## src/hdl/vna_pkg.sv

```systemverilog
// ----------------------------------------------------------------------------
// Vertex normal averager package
// Shared types, codes and fixed widths of the vertex normal averager: the
// opcodes, the result status codes, and the command and status groups that
// pass between the controller and the datapath.
// ----------------------------------------------------------------------------
package vna_pkg;

   // Field widths fixed by the interface.
   localparam int IDX_W  = 10;
   localparam int POS_W  = 16;
   localparam int NORM_W = 16;
   localparam int CNT_W  = 11;
   localparam int ACC_W  = 24;

   // Internal datapath widths.
   localparam int EDGE_W   = POS_W + 1;     // difference of two positions
   localparam int VEC_W    = 36;            // cross product or accumulator value
   localparam int MAG_W    = 35;            // magnitude before range reduction
   localparam int RED_W    = 30;            // magnitude after range reduction
   localparam int MUL_W    = RED_W + 1;     // signed multiplier operand
   localparam int PROD_W   = 2 * MUL_W;     // signed multiplier product
   localparam int SUM_W    = 64;            // sum of squares and root registers
   localparam int LEN_W    = 31;            // vector length
   localparam int FRAC_W   = 14;            // fraction bits of Q1.14
   localparam int QUO_W    = FRAC_W + 1;    // quotient, at most one in Q1.14
   localparam int REM_W    = RED_W + FRAC_W + 2;
   localparam int STEP_W   = 5;             // sequencer step counter

   // Sequencer step counts.
   localparam int CROSS_STEPS = 6;
   localparam int SQ_STEPS    = 3;
   localparam int ROOT_STEPS  = 32;
   localparam int DIV_STEPS   = QUO_W;
   localparam int CORNERS     = 3;

   // Accumulator saturation bounds.
   localparam logic signed [ACC_W:0] ACC_HI = 25'sd8388607;
   localparam logic signed [ACC_W:0] ACC_LO = -25'sd8388608;

   localparam logic [CNT_W-1:0] VCOUNT_RESET = 11'd1024;

   // Operations.
   localparam logic [1:0] OP_LOAD     = 2'd0;
   localparam logic [1:0] OP_TRIANGLE = 2'd1;
   localparam logic [1:0] OP_READ     = 2'd2;
   localparam logic [1:0] OP_CLEAR    = 2'd3;

   // Result status codes.
   localparam logic [1:0] ST_OK    = 2'd0;
   localparam logic [1:0] ST_RANGE = 2'd1;
   localparam logic [1:0] ST_ZERO  = 2'd2;

   // Triangle corner selection.
   localparam logic [1:0] CORNER_A = 2'd0;
   localparam logic [1:0] CORNER_B = 2'd1;
   localparam logic [1:0] CORNER_C = 2'd2;

   // Multiplier operand selection: six cross product terms, then three squares.
   localparam logic [3:0] MS_CX_P = 4'd0;
   localparam logic [3:0] MS_CX_N = 4'd1;
   localparam logic [3:0] MS_CY_P = 4'd2;
   localparam logic [3:0] MS_CY_N = 4'd3;
   localparam logic [3:0] MS_CZ_P = 4'd4;
   localparam logic [3:0] MS_CZ_N = 4'd5;
   localparam logic [3:0] MS_SQ_X = 4'd6;
   localparam logic [3:0] MS_SQ_Y = 4'd7;
   localparam logic [3:0] MS_SQ_Z = 4'd8;

   // Commands from the controller to the datapath.
   typedef struct packed {
      logic       req_take;
      logic       pos_wr;
      logic       pos_cap;
      logic [1:0] corner_sel;
      logic       edge_load;
      logic       mul_valid;
      logic [3:0] mul_sel;
      logic       acc_cap;
      logic       abs_load;
      logic       mag_shift;
      logic       sum_clear;
      logic       root_init;
      logic       root_step;
      logic       div_init;
      logic       div_step;
      logic       acc_wr_upd;
      logic       clr_start;
      logic       clr_step;
      logic       out_load;
      logic       out_use_norm;
      logic [1:0] out_status;
   } cmd_type;

   // Status from the datapath to the controller.
   typedef struct packed {
      logic [1:0] opcode;
      logic       a_bad;
      logic       any_bad;
      logic       shift_more;
      logic       len_zero;
      logic       clr_last;
   } stat_type;

endpackage

```

## src/hdl/vna_ctrl.sv

```systemverilog
// ----------------------------------------------------------------------------
// Vertex normal averager controller
// State machine that sequences each operation through the datapath and
// handles both handshakes.
// ----------------------------------------------------------------------------
module vna_ctrl import vna_pkg::*; (
   input  logic     clock,
   input  logic     reset,
   input  logic     req_valid,
   output logic     req_ready,
   output logic     rsp_valid,
   input  logic     rsp_ready,
   input  stat_type stat,
   output cmd_type  cmd
);

   typedef enum logic [21:0] {
      S_INIT   = 22'h000001,
      S_IDLE   = 22'h000002,
      S_DECODE = 22'h000004,
      S_CLEAR  = 22'h000008,
      S_PREAD  = 22'h000010,
      S_PCAP   = 22'h000020,
      S_EDGE   = 22'h000040,
      S_CROSS  = 22'h000080,
      S_CDRAIN = 22'h000100,
      S_AREAD  = 22'h000200,
      S_ACAP   = 22'h000400,
      S_ABS    = 22'h000800,
      S_SHIFT  = 22'h001000,
      S_SQUARE = 22'h002000,
      S_SDRAIN = 22'h004000,
      S_ROOT0  = 22'h008000,
      S_ROOT   = 22'h010000,
      S_LENCHK = 22'h020000,
      S_DIV    = 22'h040000,
      S_UREAD  = 22'h080000,
      S_UWRITE = 22'h100000,
      S_FINISH = 22'h200000
   } state_type;

   state_type         state_ff, state_in;
   logic [STEP_W-1:0] cnt_ff, cnt_in;
   logic [1:0]        st_ff, st_in;
   logic              rsp_valid_ff, rsp_valid_in;

   // Next state and command decode.
   always_comb begin
      state_in  = state_ff;
      cnt_in    = cnt_ff;
      st_in     = st_ff;
      cmd       = '0;
      req_ready = 1'b0;
      unique case (state_ff)
         S_INIT: begin
            cmd.clr_step = 1'b1;
            if (stat.clr_last) begin
               state_in = S_IDLE;
            end
         end
         S_IDLE: begin
            req_ready = 1'b1;
            if (req_valid) begin
               cmd.req_take = 1'b1;
               state_in     = S_DECODE;
            end
         end
         S_DECODE: begin
            st_in  = ST_OK;
            cnt_in = '0;
            unique case (stat.opcode)
               OP_LOAD: begin
                  if (stat.a_bad) begin
                     st_in = ST_RANGE;
                  end else begin
                     cmd.pos_wr = 1'b1;
                  end
                  state_in = S_FINISH;
               end
               OP_TRIANGLE: begin
                  if (stat.any_bad) begin
                     st_in    = ST_RANGE;
                     state_in = S_FINISH;
                  end else begin
                     state_in = S_PREAD;
                  end
               end
               OP_READ: begin
                  if (stat.a_bad) begin
                     st_in    = ST_RANGE;
                     state_in = S_FINISH;
                  end else begin
                     state_in = S_AREAD;
                  end
               end
               default: begin
                  cmd.clr_start = 1'b1;
                  state_in      = S_CLEAR;
               end
            endcase
         end
         S_CLEAR: begin
            cmd.clr_step = 1'b1;
            if (stat.clr_last) begin
               state_in = S_FINISH;
            end
         end
         S_PREAD: begin
            cmd.corner_sel = cnt_ff[1:0];
            state_in       = S_PCAP;
         end
         S_PCAP: begin
            cmd.corner_sel = cnt_ff[1:0];
            cmd.pos_cap    = 1'b1;
            if (cnt_ff == STEP_W'(CORNERS - 1)) begin
               state_in = S_EDGE;
            end else begin
               cnt_in   = cnt_ff + 1'b1;
               state_in = S_PREAD;
            end
         end
         S_EDGE: begin
            cmd.edge_load = 1'b1;
            cnt_in        = '0;
            state_in      = S_CROSS;
         end
         S_CROSS: begin
            cmd.mul_valid = 1'b1;
            cmd.mul_sel   = MS_CX_P + 4'(cnt_ff);
            if (cnt_ff == STEP_W'(CROSS_STEPS - 1)) begin
               state_in = S_CDRAIN;
            end else begin
               cnt_in = cnt_ff + 1'b1;
            end
         end
         S_CDRAIN: begin
            state_in = S_ABS;
         end
         S_AREAD: begin
            cmd.corner_sel = CORNER_A;
            state_in       = S_ACAP;
         end
         S_ACAP: begin
            cmd.corner_sel = CORNER_A;
            cmd.acc_cap    = 1'b1;
            state_in       = S_ABS;
         end
         S_ABS: begin
            cmd.abs_load  = 1'b1;
            cmd.sum_clear = 1'b1;
            state_in      = S_SHIFT;
         end
         S_SHIFT: begin
            if (stat.shift_more) begin
               cmd.mag_shift = 1'b1;
            end else begin
               cnt_in   = '0;
               state_in = S_SQUARE;
            end
         end
         S_SQUARE: begin
            cmd.mul_valid = 1'b1;
            cmd.mul_sel   = MS_SQ_X + 4'(cnt_ff);
            if (cnt_ff == STEP_W'(SQ_STEPS - 1)) begin
               state_in = S_SDRAIN;
            end else begin
               cnt_in = cnt_ff + 1'b1;
            end
         end
         S_SDRAIN: begin
            state_in = S_ROOT0;
         end
         S_ROOT0: begin
            cmd.root_init = 1'b1;
            cnt_in        = '0;
            state_in      = S_ROOT;
         end
         S_ROOT: begin
            cmd.root_step = 1'b1;
            cnt_in        = cnt_ff + 1'b1;
            if (cnt_ff == STEP_W'(ROOT_STEPS - 1)) begin
               state_in = S_LENCHK;
            end
         end
         S_LENCHK: begin
            if (stat.len_zero) begin
               st_in    = ST_ZERO;
               state_in = S_FINISH;
            end else begin
               cmd.div_init = 1'b1;
               cnt_in       = '0;
               state_in     = S_DIV;
            end
         end
         S_DIV: begin
            cmd.div_step = 1'b1;
            if (cnt_ff == STEP_W'(DIV_STEPS - 1)) begin
               cnt_in   = '0;
               state_in = (stat.opcode == OP_READ) ? S_FINISH : S_UREAD;
            end else begin
               cnt_in = cnt_ff + 1'b1;
            end
         end
         S_UREAD: begin
            cmd.corner_sel = cnt_ff[1:0];
            state_in       = S_UWRITE;
         end
         S_UWRITE: begin
            cmd.corner_sel = cnt_ff[1:0];
            cmd.acc_wr_upd = 1'b1;
            if (cnt_ff == STEP_W'(CORNERS - 1)) begin
               state_in = S_FINISH;
            end else begin
               cnt_in   = cnt_ff + 1'b1;
               state_in = S_UREAD;
            end
         end
         S_FINISH: begin
            if (!rsp_valid_ff || rsp_ready) begin
               cmd.out_load     = 1'b1;
               cmd.out_status   = st_ff;
               cmd.out_use_norm = (stat.opcode == OP_READ) && (st_ff == ST_OK);
               state_in         = S_IDLE;
            end
         end
         default: begin
            state_in = S_IDLE;
         end
      endcase
   end

   // Result valid flag: set on a load, cleared when the beat is taken.
   always_comb begin
      rsp_valid_in = rsp_valid_ff;
      if (cmd.out_load) begin
         rsp_valid_in = 1'b1;
      end else if (rsp_ready) begin
         rsp_valid_in = 1'b0;
      end
   end

   // Control registers.
   always_ff @(posedge clock) begin
      if (reset) begin
         state_ff     <= S_INIT;
         cnt_ff       <= '0;
         st_ff        <= ST_OK;
         rsp_valid_ff <= 1'b0;
      end else begin
         state_ff     <= state_in;
         cnt_ff       <= cnt_in;
         st_ff        <= st_in;
         rsp_valid_ff <= rsp_valid_in;
      end
   end

   assign rsp_valid = rsp_valid_ff;

`ifndef NO_ASSERTIONS
   // A new result never overwrites one that is still waiting.
   a_no_overwrite: assert property (@(posedge clock) disable iff (reset)
      cmd.out_load |-> (!rsp_valid_ff || rsp_ready))
      else $error("result register overwritten");

   // An accepted beat is decoded in the following cycle.
   a_accept_decode: assert property (@(posedge clock) disable iff (reset)
      (req_valid && req_ready) |=> (state_ff == S_DECODE))
      else $error("accepted beat not decoded");

   // The state register always holds exactly one active bit.
   a_state_onehot: assert property (@(posedge clock) disable iff (reset)
      $onehot(state_ff))
      else $error("state register not one-hot");

   // The cross product sequence never runs past its last term.
   a_cross_bound: assert property (@(posedge clock) disable iff (reset)
      (state_ff == S_CROSS) |-> (cnt_ff < STEP_W'(CROSS_STEPS)))
      else $error("cross product step out of range");
`endif

endmodule

```

## config.mk

```make
export PLATFORM = sky130hd
export DESIGN_NAME = vna_ctrl
export DESIGN_NICKNAME = d
export VERILOG_FILES = /design/src/hdl/vna_pkg.sv /design/src/hdl/vna_ctrl.sv
export SDC_FILE = /design/constraint.sdc
export NUM_CORES = 1
export LEC_CHECK = 0
export BUFFER_PORTS_ARGS = -buffer_cell sky130_fd_sc_hd__buf_2
export CAP_MARGIN = 20
export CELL_PAD_IN_SITES_DETAIL_PLACEMENT = 1
export CELL_PAD_IN_SITES_GLOBAL_PLACEMENT = 2
export CORE_UTILIZATION = 32
export CTS_CLUSTER_DIAMETER = 80
export DETAILED_ROUTE_END_ITERATION = 12
export PLACE_DENSITY = 0.78
export SYNTH_ARGS = -nofsm -noshare
export SYNTH_HDL_FRONTEND = slang
export SYNTH_SLANG_ARGS = --single-unit
```

## constraint.sdc

```tcl
create_clock -name clock -period 2.95 [get_ports clock]
set_clock_uncertainty 0.1 [all_clocks]
set_input_delay 0.59 -clock clock [delete_from_list [all_inputs] [get_ports clock]]
set_output_delay 0.59 -clock clock [all_outputs]
set_load 0.02 [all_outputs]
```

==> results of run 1 <==
## final timing paths
kind,depth (start not counted),from,slack (ns),to
setup / recovery,8,state_ff[12],-0.18,cmd[2]
hold / removal,2,stat[4],0.40,state_ff[9]
setup reg to reg,9,state_ff[16],0.16,state_ff[8]
hold reg to reg,2,st_ff[1],0.45,st_ff[1]
## power by group
group	leakage, nW	switching (mW)	internal [mW]
clock	0.0482	0.175	0.188
combinational	1.06	0.0726	0.0566
sequential	0.245	0.00272	0.408
## per-stage QoR
step | setup TNS [ns] | util, %
after global routing | -1.42 | 46.2
after detailed placement | 0 | 40.7
after global placement | 0 | 40.7
after floorplan | 0 | -
after CTS | -0.783 | 43.0
final | -0.601 | 46.2
## metal layers
| metal | global-route usage (%) | wire length (µm) | share of wire (%) | vias up |
|---|---|---|---|---|
| met2 | 38.2 | 3780 | 50 | 32 |
| li1 | - | - | - | 1141 |
| met1 | 27.2 | 3430 | 46 | 1134 |
| met5 | 0 | 0 | 0 | - |
| met3 | 3.66 | 169 | 2.3 | 9 |
| met4 | 7.09 | 114 | 1.5 | 0 |
## cell type report
cell class | instances | area (µm²)
Clock buffer | 7 | 86.3
Timing Repair Buffer | 89 | 603
Inverter | 12 | 45.0
Sequential cell | 30 | 608
Clock inverter | 1 | 5.00
Multi-Input combinational cell | 209 | 1510
Tap cell | 77 | 96.3
Fill cell | 795 | 3440
## kinds of logic (layout without fill, tap and decap cells)
kind of cell	Yosys count	count (layout)	share of synthesized area (%)
and+or+nand+nor	155	155	45.3
AOI/OAI and AO/OA	38	38	12.4
DFF	30	30	28.2
buffers and inverters	28	109	6.29
xor gates and xnor gates	8	8	3.29
adders and majority gates	6	6	3.53
muxes	2	2	0.941
## worst max-delay path: stages (launching register included)
cell      delay [ns]
dfxtp_2         0.32
or4_4           0.57
nor3_4          0.26
nand3b_1        0.14
nor3_2          0.13
nand3b_1        0.16
nor2b_2         0.18
nor4b_2         0.21
buf_4           0.18
## synthesized netlist by cell type, drive strengths merged, types with 7 or more instances
library cell   n
a21oi         10
buf            9
clkbuf         7
dfxtp         30
inv           12
nand2         13
nand3          7
nand4          7
nor2          39
nor3          14
nor4          16
nor4b          9
o21ai          9
## sequential cells by signal, summed over array words and instances (netlist names)
register,count
st_ff,2
cnt_ff,5
rsp_valid,1
state_ff,22
## what timing repair did
action                                  4_1_cts  5_1_grt
resized for setup                             7       33
pin swaps                                     5       13
endpoints found under the setup margin       14       27
setup buffers                                 3       12
hold buffers                                  0        0
==> tab_implementation.tex, run 1 <==
\begin{tabular}{lr}
\hline
Metric & Value \\
\hline
\multicolumn{2}{l}{\textbf{Status}} \\
Status & complete, but fails checks \\
Violations in the final reports & setup timing \\
\multicolumn{2}{l}{\textbf{Timing}} \\
Minimum clock period after layout & 3.13 ns \\
Ratio of final minimum period to clock period & 106\% \\
Final Max Slew Viols & 0 \\
RSZ-0062 raised after global routing & true \\
Worst Tran Pin Value & 0.556 ns \\
Tightest hold margin & 0.405 ns \\
Crit path setup slack, layout & -0.181 ns \\
Maximum frequency from static timing analysis & 319 MHz \\
Final hold vios & 0 \\
Setup-failing EPs final & 5 \\
Max-slew headroom & 62.6\% \\
\multicolumn{2}{l}{\textbf{Route}} \\
ANT nets after route & 0 \\
DRC viols & 0 \\
Number of violations reported at the end of detailed-routing iteration 0 & 109 \\
Via Count & 2316 \\
Detail-routed net length per standard cell & 17.6 µm \\
Total detailed-routing wirelength & 7.49 mm \\
Pre-Repair DR Iteration Count & 4 \\
Vias per cell & 5.45 \\
\multicolumn{2}{l}{\textbf{Clock tree}} \\
Clock insertion delay at the later pin of the skew report & 0.30 ns \\
Number of H-tree levels & 2 \\
TritonCTS Buffers & 5 \\
Buffer levels on the longest clock path & 2 \\
Clock tree from TritonCTS & built \\
Reg clk slew, reported paths & 0.07 ns \\
CTS Sinks & 30 \\
Root Driver & clkbuf\_8 \\
\multicolumn{2}{l}{\textbf{Synthesis}} \\
Synth async-reset ratio & 0\% \\
Synthesis Warnings & 0 \\
Number of nets in the synthesized netlist & 284 \\
Predominant post-synthesis flop cell & dfxtp\_1 \\
Yosys reg bits & 30 \\
Largest cells by area after synthesis & dfxtp\_1, nor2\_1, nor4b\_1 \\
Synthesized area & 0.00213 mm² \\
Number of standard cells after synthesis & 267 \\
Cell variety after synth & 63 \\
Largest area contributor in the synthesized netlist & dfxtp\_1 \\
Synth Area per Inst & 7.97 µm² \\
Share of synthesized area occupied by flip-flops and latches & 28.2\% \\
Post-synth top area share & 28.2\% \\
Number of enable-type register cells in the synthesized netlist & 0 \\
\multicolumn{2}{l}{\textbf{Placement}} \\
HPWL after DPL & 5.72 mm \\
Routability-driven placement congestion ratio & 0.885 \\
Port buffer count & 38 \\
Cell count after placement & 402 \\
Placed cell area & 0.00260 mm² \\
Setup slack at placement & 0.0758 ns \\
\multicolumn{2}{l}{\textbf{Layout}} \\
Leading cell type in the layout, fill and taps excluded & buf\_4 \\
Area Overhead vs Synth & 38.6\% \\
Most frequent cells in the layout & buf\_4, nor2\_1, buf\_2 \\
Design Area, Final & 0.00295 mm² \\
Final-stage net count & 364 \\
Fraction of layout instances using a drive strength above 1 & 40.2\% \\
Non-filler instance count after layout & 425 \\
Ant. Diodes & 0 \\
\multicolumn{2}{l}{\textbf{Global route}} \\
Global-route wire length before repair & 11.9 mm \\
Via count of the first global-routing pass & 2352 \\
Gr ovfl total & 0 \\
Maximum number of pins on one net before global-route repair & 27 \\
Antenna violations before repair & 0 \\
All-Layer GR Usage & 21.8\% \\
\multicolumn{2}{l}{\textbf{Floorplan}} \\
Num rows & 29 \\
Total core area & 0.00639 mm² \\
Area of the die & 0.00698 mm² \\
Number of I/O pins & 39 \\
Die Width & 83.5 µm \\
Die boundary height & 83.5 µm \\
Starting utilization of the core area & 33.3\% \\
\multicolumn{2}{l}{\textbf{Worst setup path}} \\
Startpoint types & flip-flop \\
Critical path type & reg -> out \\
Worst-path fanout max & 4 \\
Critical path required time & 2.26 ns \\
Critical path endpoint category & output port \\
Arrival @ worst endpoint & 2.44 ns \\
\multicolumn{2}{l}{\textbf{Power and ir drop}} \\
Max VDD drop & 194 µV \\
Power, Total & 0.903 mW \\
Leakage power of the design & 1.35 nW \\
Power per unit of standard cell area & 306 mW/mm² \\
\multicolumn{2}{l}{\textbf{Job}} \\
Max Cap Viol & 0 \\
\multicolumn{2}{l}{\textbf{Hold path}} \\
Class of the worst hold path & in -> reg \\
\hline
\end{tabular}
(Power assumes the default switching activity.)
==> run 2, diff against run 1 <==
--- a/config.mk
+++ b/config.mk
@@ -5,6 +5,7 @@
 export SDC_FILE = /design/constraint.sdc
 export NUM_CORES = 1
 export LEC_CHECK = 0
+export ABC_AREA = 1
 export BUFFER_PORTS_ARGS = -buffer_cell sky130_fd_sc_hd__buf_2
 export CAP_MARGIN = 20
 export CELL_PAD_IN_SITES_DETAIL_PLACEMENT = 1
@@ -12,7 +13,7 @@
 export CORE_UTILIZATION = 32
 export CTS_CLUSTER_DIAMETER = 80
 export DETAILED_ROUTE_END_ITERATION = 12
-export PLACE_DENSITY = 0.78
+export PLACE_DENSITY = 0.8
 export SYNTH_ARGS = -nofsm -noshare
 export SYNTH_HDL_FRONTEND = slang
 export SYNTH_SLANG_ARGS = --single-unit
==> tab_implementation.tex, run 2 <==
\begin{tabular}{lr}
\hline
Metric & Value \\
\hline
\multicolumn{2}{l}{\textbf{Clock tree}} \\
Root Driver & clkbuf\_8 \\
Clock tree from TritonCTS & built \\
Reg clk slew, reported paths & 0.07 ns (about the same) \\
Post-CTS resize count & 0 (-7) \\
Count of hold-fix buffers inserted at cts & 0 (unchanged) \\
Buffer levels on the longest clock path & 2 (unchanged) \\
CTS Sinks & 30 (unchanged) \\
Number of H-tree levels & 2 (unchanged) \\
Clock insertion delay at the later pin of the skew report & 0.28 ns (-0.02 ns) \\
Post-CTS setup buffers & 0 (-3) \\
TritonCTS Buffers & 5 (unchanged) \\
\multicolumn{2}{l}{\textbf{Timing}} \\
Final hold vios & 0 (unchanged) \\
Final setup TNS & 0 ns (+0.601 ns) \\
Max-slew headroom & 67.1\% (+4.5 points) \\
Final Max Slew Viols & 0 (unchanged) \\
Maximum frequency from static timing analysis & 369 MHz (+15\%) \\
Minimum clock period after layout & 2.71 ns (-0.420 ns) \\
Setup-failing EPs final & 0 (-5) \\
RSZ-0062 raised after global routing & false \\
Ratio of final minimum period to clock period & 91.9\% (-14 points) \\
Worst Tran Pin Value & 0.488 ns (-0.0678 ns) \\
\multicolumn{2}{l}{\textbf{Worst setup path}} \\
Critical path type & reg -> out \\
Worst-path fanout max & 9 (+5) \\
Arrival @ worst endpoint & 2.02 ns (-0.42 ns) \\
Startpoint types & flip-flop \\
Critical path endpoint category & output port \\
Critical path required time & 2.26 ns (about the same) \\
\multicolumn{2}{l}{\textbf{Synthesis}} \\
Most common cell in the synthesized netlist & nor2\_1 \\
Cell variety after synth & 37 (-41\%) \\
Synthesis Warnings & 0 (unchanged) \\
Share of synthesized area occupied by flip-flops and latches & 23.9\% (-4.3 points) \\
Number of enable-type register cells in the synthesized netlist & 0 (unchanged) \\
Number of nets in the synthesized netlist & 378 (+33\%) \\
Synth async-reset ratio & 0\% (unchanged) \\
Commonest cells post-synth & nor2\_1, nand2\_1, inv\_1 \\
Post-synth top area share & 23.9\% (-4.3 points) \\
Largest cells by area after synthesis & dfxtp\_1, nor2\_1, nand2\_1 \\
Synthesized area & 0.00251 mm² (+18\%) \\
Yosys reg bits & 30 (unchanged) \\
Largest area contributor in the synthesized netlist & dfxtp\_1 \\
Predominant post-synthesis flop cell & dfxtp\_1 \\
Number of standard cells after synthesis & 361 (+35\%) \\
Synth Area per Inst & 6.95 µm² (-13\%) \\
\multicolumn{2}{l}{\textbf{Hold path}} \\
Class of the worst hold path & reg -> reg \\
\multicolumn{2}{l}{\textbf{Layout}} \\
Most frequent cells in the layout & nor2\_1, nand2\_1, inv\_1 \\
Area used by sequential logic in the layout & 601 µm² (-1.2\%) \\
Ant. Diodes & 0 (unchanged) \\
Non-filler instance count after layout & 501 (+18\%) \\
Register containing the most flip-flops in the final layout & state\_ff \\
Fraction of layout instances using a drive strength above 1 & 31.3\% (-8.9 points) \\
Leading cell type in the layout, fill and taps excluded & nor2\_1 \\
Flip-flop count of the largest register, all copies and words added & 22 (unchanged) \\
Number of filler cells placed in the layout & 981 (+23\%) \\
Registers with the most flip-flops & state\_ff: 22 flops, cnt\_ff: 5 flops, st\_ff: 2 flops \\
Area occupied by multi-input gates & 0.00162 mm² (+7.8\%) \\
Final-stage net count & 418 (+15\%) \\
Area Overhead vs Synth & 14.0\% \\
\multicolumn{2}{l}{\textbf{Floorplan}} \\
Starting utilization of the core area & 33.9\% (+0.57 points) \\
Num rows & 31 (+6.9\%) \\
Number of I/O pins & 39 (unchanged) \\
Die Width & 90.6 µm (+8.4\%) \\
Die boundary height & 90.6 µm (+8.4\%) \\
Total core area & 0.00741 mm² (+16\%) \\
Area of the die & 0.00820 mm² (+18\%) \\
\multicolumn{2}{l}{\textbf{Global route}} \\
Grt met3 use & 2.69\% (-0.97 points) \\
Antenna violations before repair & 0 (unchanged) \\
GR Layer Usage met2 & 33.5\% (-4.7 points) \\
All-Layer GR Usage & 19.2\% (-2.6 points) \\
Gr ovfl total & 0 (unchanged) \\
Global-route wire length before repair & 12.4 mm (+4.5\%) \\
Maximum number of pins on one net before global-route repair & 23 (-15\%) \\
Grt peak-use layer & met2 \\
Via count of the first global-routing pass & 2451 (+4.2\%) \\
Grt met1 use & 24.9\% (-2.3 points) \\
\multicolumn{2}{l}{\textbf{Power and ir drop}} \\
Fraction of power consumed by sequential logic & 47.0\% (+1.5 points) \\
Combinational power share & 13.3\% (-1.0 points) \\
Sw power & 0.252 mW (+0.73\%) \\
Leakage power of the design & 1.40 nW (+3.4\%) \\
Int Pwr & 0.632 mW (-3.2\%) \\
Proportion of power drawn by the clock network & 39.7\% (-0.5 points) \\
Power per unit of standard cell area & 309 mW/mm² (+0.92\%) \\
Switching share of total power & 28.5\% (+0.81 points) \\
Max VDD drop & 169 µV (-13\%) \\
\multicolumn{2}{l}{\textbf{Status}} \\
Status & finished clean \\
\multicolumn{2}{l}{\textbf{Route}} \\
Pre-Repair DR Iteration Count & 4 (unchanged) \\
ANT nets after route & 0 (unchanged) \\
Number of violations reported at the end of detailed-routing iteration 0 & 40 (-63\%) \\
Total detailed-routing wirelength & 7.48 mm (-0.13\%) \\
Via Count & 2393 (+3.3\%) \\
Vias per cell & 4.78 (-12\%) \\
DRC viols & 0 (unchanged) \\
Detail-routed net length per standard cell & 14.9 µm (-15\%) \\
\multicolumn{2}{l}{\textbf{Placement}} \\
Cell count after placement & 493 (+23\%) \\
HPWL after DPL & 6.25 mm (+9.4\%) \\
Port buffer count & 38 (unchanged) \\
Routability-driven placement congestion ratio & 0.826 (-6.7\%) \\
\multicolumn{2}{l}{\textbf{Job}} \\
Max Cap Viol & 0 (unchanged) \\
\hline
\end{tabular}
[run 2: routing by layer]
layer | wire length [µm] | up-vias
met5 | 0 | -
met1 | 3640 | 1118
met4 | 72 | 0
met3 | 210 | 5
li1 | - | 1220
met2 | 3560 | 50
[run 2: kinds of logic after synthesis]
logic type | Yosys count | share of synthesized area (%)
AO/OA/AOI/OAI | 28 | 6.83
buffers and inverters | 64 | 11.4
adder cells (fa/ha/maj) | 6 | 2.99
flip-flops | 30 | 23.9
XOR/XNOR | 3 | 1.05
AND/OR/NAND/NOR | 230 | 53.8
[run 2: critical path: stages, from the launching register on]
cell     delay, ns
dfxtp_1       0.38
nor2_4        0.17
nand2_4       0.12
nor2_8        0.25
nand2_4       0.11
inv_2         0.08
nand2_1       0.11
nor2_1        0.14
inv_1         0.06
nor4_2        0.12
buf_2         0.20
[run 2: final cells by class]
type / count / area share [%]
multi-input combinational: 267 / 56.7
sequential: 30 / 21.0
inverter: 57 / 7.57
timing repair buffer: 40 / 7.17
tap: 99 / 4.33
clock buffer: 7 / 3.02
clock inverter: 1 / 0.175
[run 2: final timing paths]
| kind | startpoint | to | slack, ns | depth (start not counted) |
|---|---|---|---|---|
| max | state_ff[12] | cmd[2] | 0.24 | 10 |
| min | st_ff[0] | st_ff[0] | 0.42 | 2 |
| max reg2reg | cnt_ff[0] | state_ff[21] | 0.73 | 12 |
| min reg2reg | st_ff[0] | st_ff[0] | 0.42 | 2 |
[run 2: metrics by stage]
| stage | utilization [%] | power (mW) | instance area [µm²] | hold slack (ns) | worst slack [ns] |
|---|---|---|---|---|---|
| 6_report | 38.6 | 0.884 | 2860 | 0.418 | 0.239 |
| 3_5_place_dp | 37.4 | 0.542 | 2770 | 0.410 | 0.521 |
| 3_3_place_gp | 37.4 | 0.539 | 2770 | 0.432 | 0.580 |
| 4_1_cts | 38.6 | 0.900 | 2860 | 0.426 | 0.194 |
| 5_1_grt | 38.6 | 0.931 | 2860 | 0.438 | 0.0235 |
| 2_1_floorplan | - | 0.509 | 2510 | 0.373 | 0.531 |
[run 2: power groups by stage]
stage / Sequential, mW / Combinational [mW] / Clock, mW
2_1_floorplan: 0.423 / 0.0866 / 0
6_report: 0.415 / 0.118 / 0.351
4_1_cts: 0.415 / 0.118 / 0.367
5_1_grt: 0.415 / 0.130 / 0.386
3_3_place_gp: 0.424 / 0.115 / 0
3_5_place_dp: 0.424 / 0.118 / 0
==> run 3, diff against run 2 <==
--- a/config.mk
+++ b/config.mk
@@ -10,6 +10,7 @@
 export CAP_MARGIN = 20
 export CELL_PAD_IN_SITES_DETAIL_PLACEMENT = 1
 export CELL_PAD_IN_SITES_GLOBAL_PLACEMENT = 2
+export CORE_MARGIN = 4
 export CORE_UTILIZATION = 32
 export CTS_CLUSTER_DIAMETER = 80
 export DETAILED_ROUTE_END_ITERATION = 12
==> tab_implementation.tex, run 3 (same netlist as run 2, synthesis figures left out) <==
\begin{tabular}{lr}
\hline
Metric & Value \\
\hline
\multicolumn{2}{l}{\textbf{Status}} \\
Status & finished clean \\
\multicolumn{2}{l}{\textbf{Worst setup path}} \\
Critical path endpoint category & output port \\
Arrival @ worst endpoint & 1.98 ns (-0.04 ns) \\
Worst-path fanout max & 5 (-4) \\
Startpoint types & flip-flop \\
Critical path required time & 2.26 ns (about the same) \\
Critical path type & reg -> out \\
Capture point of the worst reg-to-reg path & state\_ff[21] \\
Launching point of the worst reg2reg path & cnt\_ff[0] \\
R2R depth & 12 (unchanged) \\
Flop-to-flop setup slack & 0.76 ns (+0.03 ns) \\
\multicolumn{2}{l}{\textbf{Timing}} \\
Final hold vios & 0 (unchanged) \\
Minimum clock period after layout & 2.67 ns (-0.0410 ns) \\
Ratio of final minimum period to clock period & 90.5\% (-1.4 points) \\
Final Max Slew Viols & 0 (unchanged) \\
Maximum frequency from static timing analysis & 375 MHz (+1.5\%) \\
Final setup TNS & 0 ns (unchanged) \\
Setup-failing EPs final & 0 (unchanged) \\
Crit path setup slack, layout & 0.280 ns (+0.0410 ns) \\
RSZ-0062 raised after global routing & false \\
Max-slew headroom & 67.9\% (+0.79 points) \\
Tightest hold margin & 0.426 ns (+0.00794 ns) \\
Worst Tran Pin Value & 0.482 ns (-0.00663 ns) \\
\multicolumn{2}{l}{\textbf{Clock tree}} \\
Root Driver & clkbuf\_8 \\
Post-CTS setup buffers & 0 (unchanged) \\
CTS Sinks & 30 (unchanged) \\
Clock tree from TritonCTS & built \\
Post-CTS resize count & 0 (unchanged) \\
Reg clk slew, reported paths & 0.06 ns (about the same) \\
Count of hold-fix buffers inserted at cts & 0 (unchanged) \\
Buffer levels on the longest clock path & 2 (unchanged) \\
TritonCTS Buffers & 5 (unchanged) \\
Clock insertion delay at the later pin of the skew report & 0.28 ns (about the same) \\
Number of H-tree levels & 2 (unchanged) \\
\multicolumn{2}{l}{\textbf{Job}} \\
Max Cap Viol & 0 (unchanged) \\
\multicolumn{2}{l}{\textbf{Placement}} \\
Setup slack at placement & 0.575 ns (+0.0535 ns) \\
Routability-driven placement congestion ratio & 0.853 (+3.3\%) \\
Port buffer count & 38 (unchanged) \\
HPWL after DPL & 6.20 mm (-0.77\%) \\
\multicolumn{2}{l}{\textbf{Route}} \\
Detail-routed net length per standard cell & 14.7 µm (-1.8\%) \\
Via Count & 2375 (-0.75\%) \\
Pre-Repair DR Iteration Count & 4 (unchanged) \\
Number of violations reported at the end of detailed-routing iteration 0 & 99 (+150\%) \\
DRC viols & 0 (unchanged) \\
Vias per cell & 4.72 (-1.1\%) \\
Total detailed-routing wirelength & 7.38 mm (-1.4\%) \\
ANT nets after route & 0 (unchanged) \\
\multicolumn{2}{l}{\textbf{Layout}} \\
Fraction of layout instances using a drive strength above 1 & 30.9\% (-0.42 points) \\
Registers with the most flip-flops & state\_ff: 22 flops, cnt\_ff: 5 flops, st\_ff: 2 flops \\
Area occupied by multi-input gates & 0.00162 mm² (unchanged) \\
Ant. Diodes & 0 (unchanged) \\
Most frequent cells in the layout & nor2\_1, nand2\_1, inv\_1 \\
Final-stage net count & 418 (unchanged) \\
Number of filler cells placed in the layout & 1022 (+4.2\%) \\
Flip-flop count of the largest register, all copies and words added & 22 (unchanged) \\
Register containing the most flip-flops in the final layout & state\_ff \\
Area used by sequential logic in the layout & 601 µm² (unchanged) \\
Leading cell type in the layout, fill and taps excluded & nor2\_1 \\
Area Overhead vs Synth & 13.5\% \\
\multicolumn{2}{l}{\textbf{Hold path}} \\
Class of the worst hold path & reg -> reg \\
Number of cells on the worst hold path & 2 (unchanged) \\
Origin of the worst min-delay path & st\_ff[0] \\
Worst Hold Path EP & st\_ff[0] \\
\multicolumn{2}{l}{\textbf{Global route}} \\
Via count of the first global-routing pass & 2372 (-3.2\%) \\
Global-route wire length before repair & 12.0 mm (-3.2\%) \\
Antenna violations before repair & 0 (unchanged) \\
All-Layer GR Usage & 17.0\% (-2.1 points) \\
Gr ovfl total & 0 (unchanged) \\
Maximum number of pins on one net before global-route repair & 23 (unchanged) \\
\multicolumn{2}{l}{\textbf{Power and ir drop}} \\
Leakage power of the design & 1.39 nW (-0.71\%) \\
Power per unit of standard cell area & 298 mW/mm² (-3.6\%) \\
Max VDD drop & 130 µV (-23\%) \\
Power, Total & 0.848 mW (-4.0\%) \\
\multicolumn{2}{l}{\textbf{Floorplan}} \\
Area of the die & 0.00932 mm² (+14\%) \\
Die boundary height & 96.6 µm (+6.6\%) \\
Total core area & 0.00769 mm² (+3.8\%) \\
Num rows & 32 (+3.2\%) \\
Die Width & 96.6 µm (+6.6\%) \\
Starting utilization of the core area & 32.6\% (-1.2 points) \\
Number of I/O pins & 39 (unchanged) \\
\hline
\end{tabular}
## run 3: worst max-delay path by stage
stage,to,startpoint,slack (ns),depth (start not counted)
6_report,cmd[2],state_ff[1],0.28,10
5_1_grt,cmd[2],state_ff[6],0.09,10
4_1_cts,cmd[2],state_ff[1],0.26,10
3_5_place_dp,cmd[2],state_ff[6],0.57,10
3_3_place_gp,cmd[2],state_ff[6],0.60,10
2_1_floorplan,cmd[24],state_ff[14],0.53,7
## run 3: per-stage QoR
step                std cells  utilization [%]  instance area [µm²]
floorplan                 361                -                 2510
global placement          496             36.1                 2770
detailed placement        496             36.1                 2770
CTS                       503             37.1                 2850
global route              503             37.1                 2850
finish                    503             37.1                 2850
## run 3: worst max-delay path, stage by stage, from the launching register on
cell and delay, ns:
dfxtp_1 0.33, nor2_1 0.20, nand2_2 0.16, nor2_4 0.19, nand2_4 0.10, inv_2 0.07
nand2_1 0.11, nor2_1 0.15, inv_1 0.06, nor4_2 0.12, buf_2 0.20
## run 3: report_power, final
part / internal (mW) / switching (mW) / leakage, nW / total (mW)
Clock: 0.162 / 0.155 / 0.0383 / 0.317
Sequential: 0.410 / 0.00473 / 0.242 / 0.415
Combinational: 0.0334 / 0.0824 / 1.11 / 0.116
Total: 0.606 / 0.242 / 1.39 / 0.848
## run 3: final cells by class
type	count	share of cell area, %
clock buffer	7	2.68
inverter	57	7.60
multi-input combinational	267	57.0
sequential	30	21.1
tap	102	4.48
timing repair buffer	40	7.20
## run 3: metal layers
metal	wire length (µm)	global-route usage [%]	vias to the layer above
met4	102	4.56	0
met5	0	0	-
met3	249	2.40	8
li1	-	-	1224
met2	3570	29.0	33
met1	3450	22.5	1110
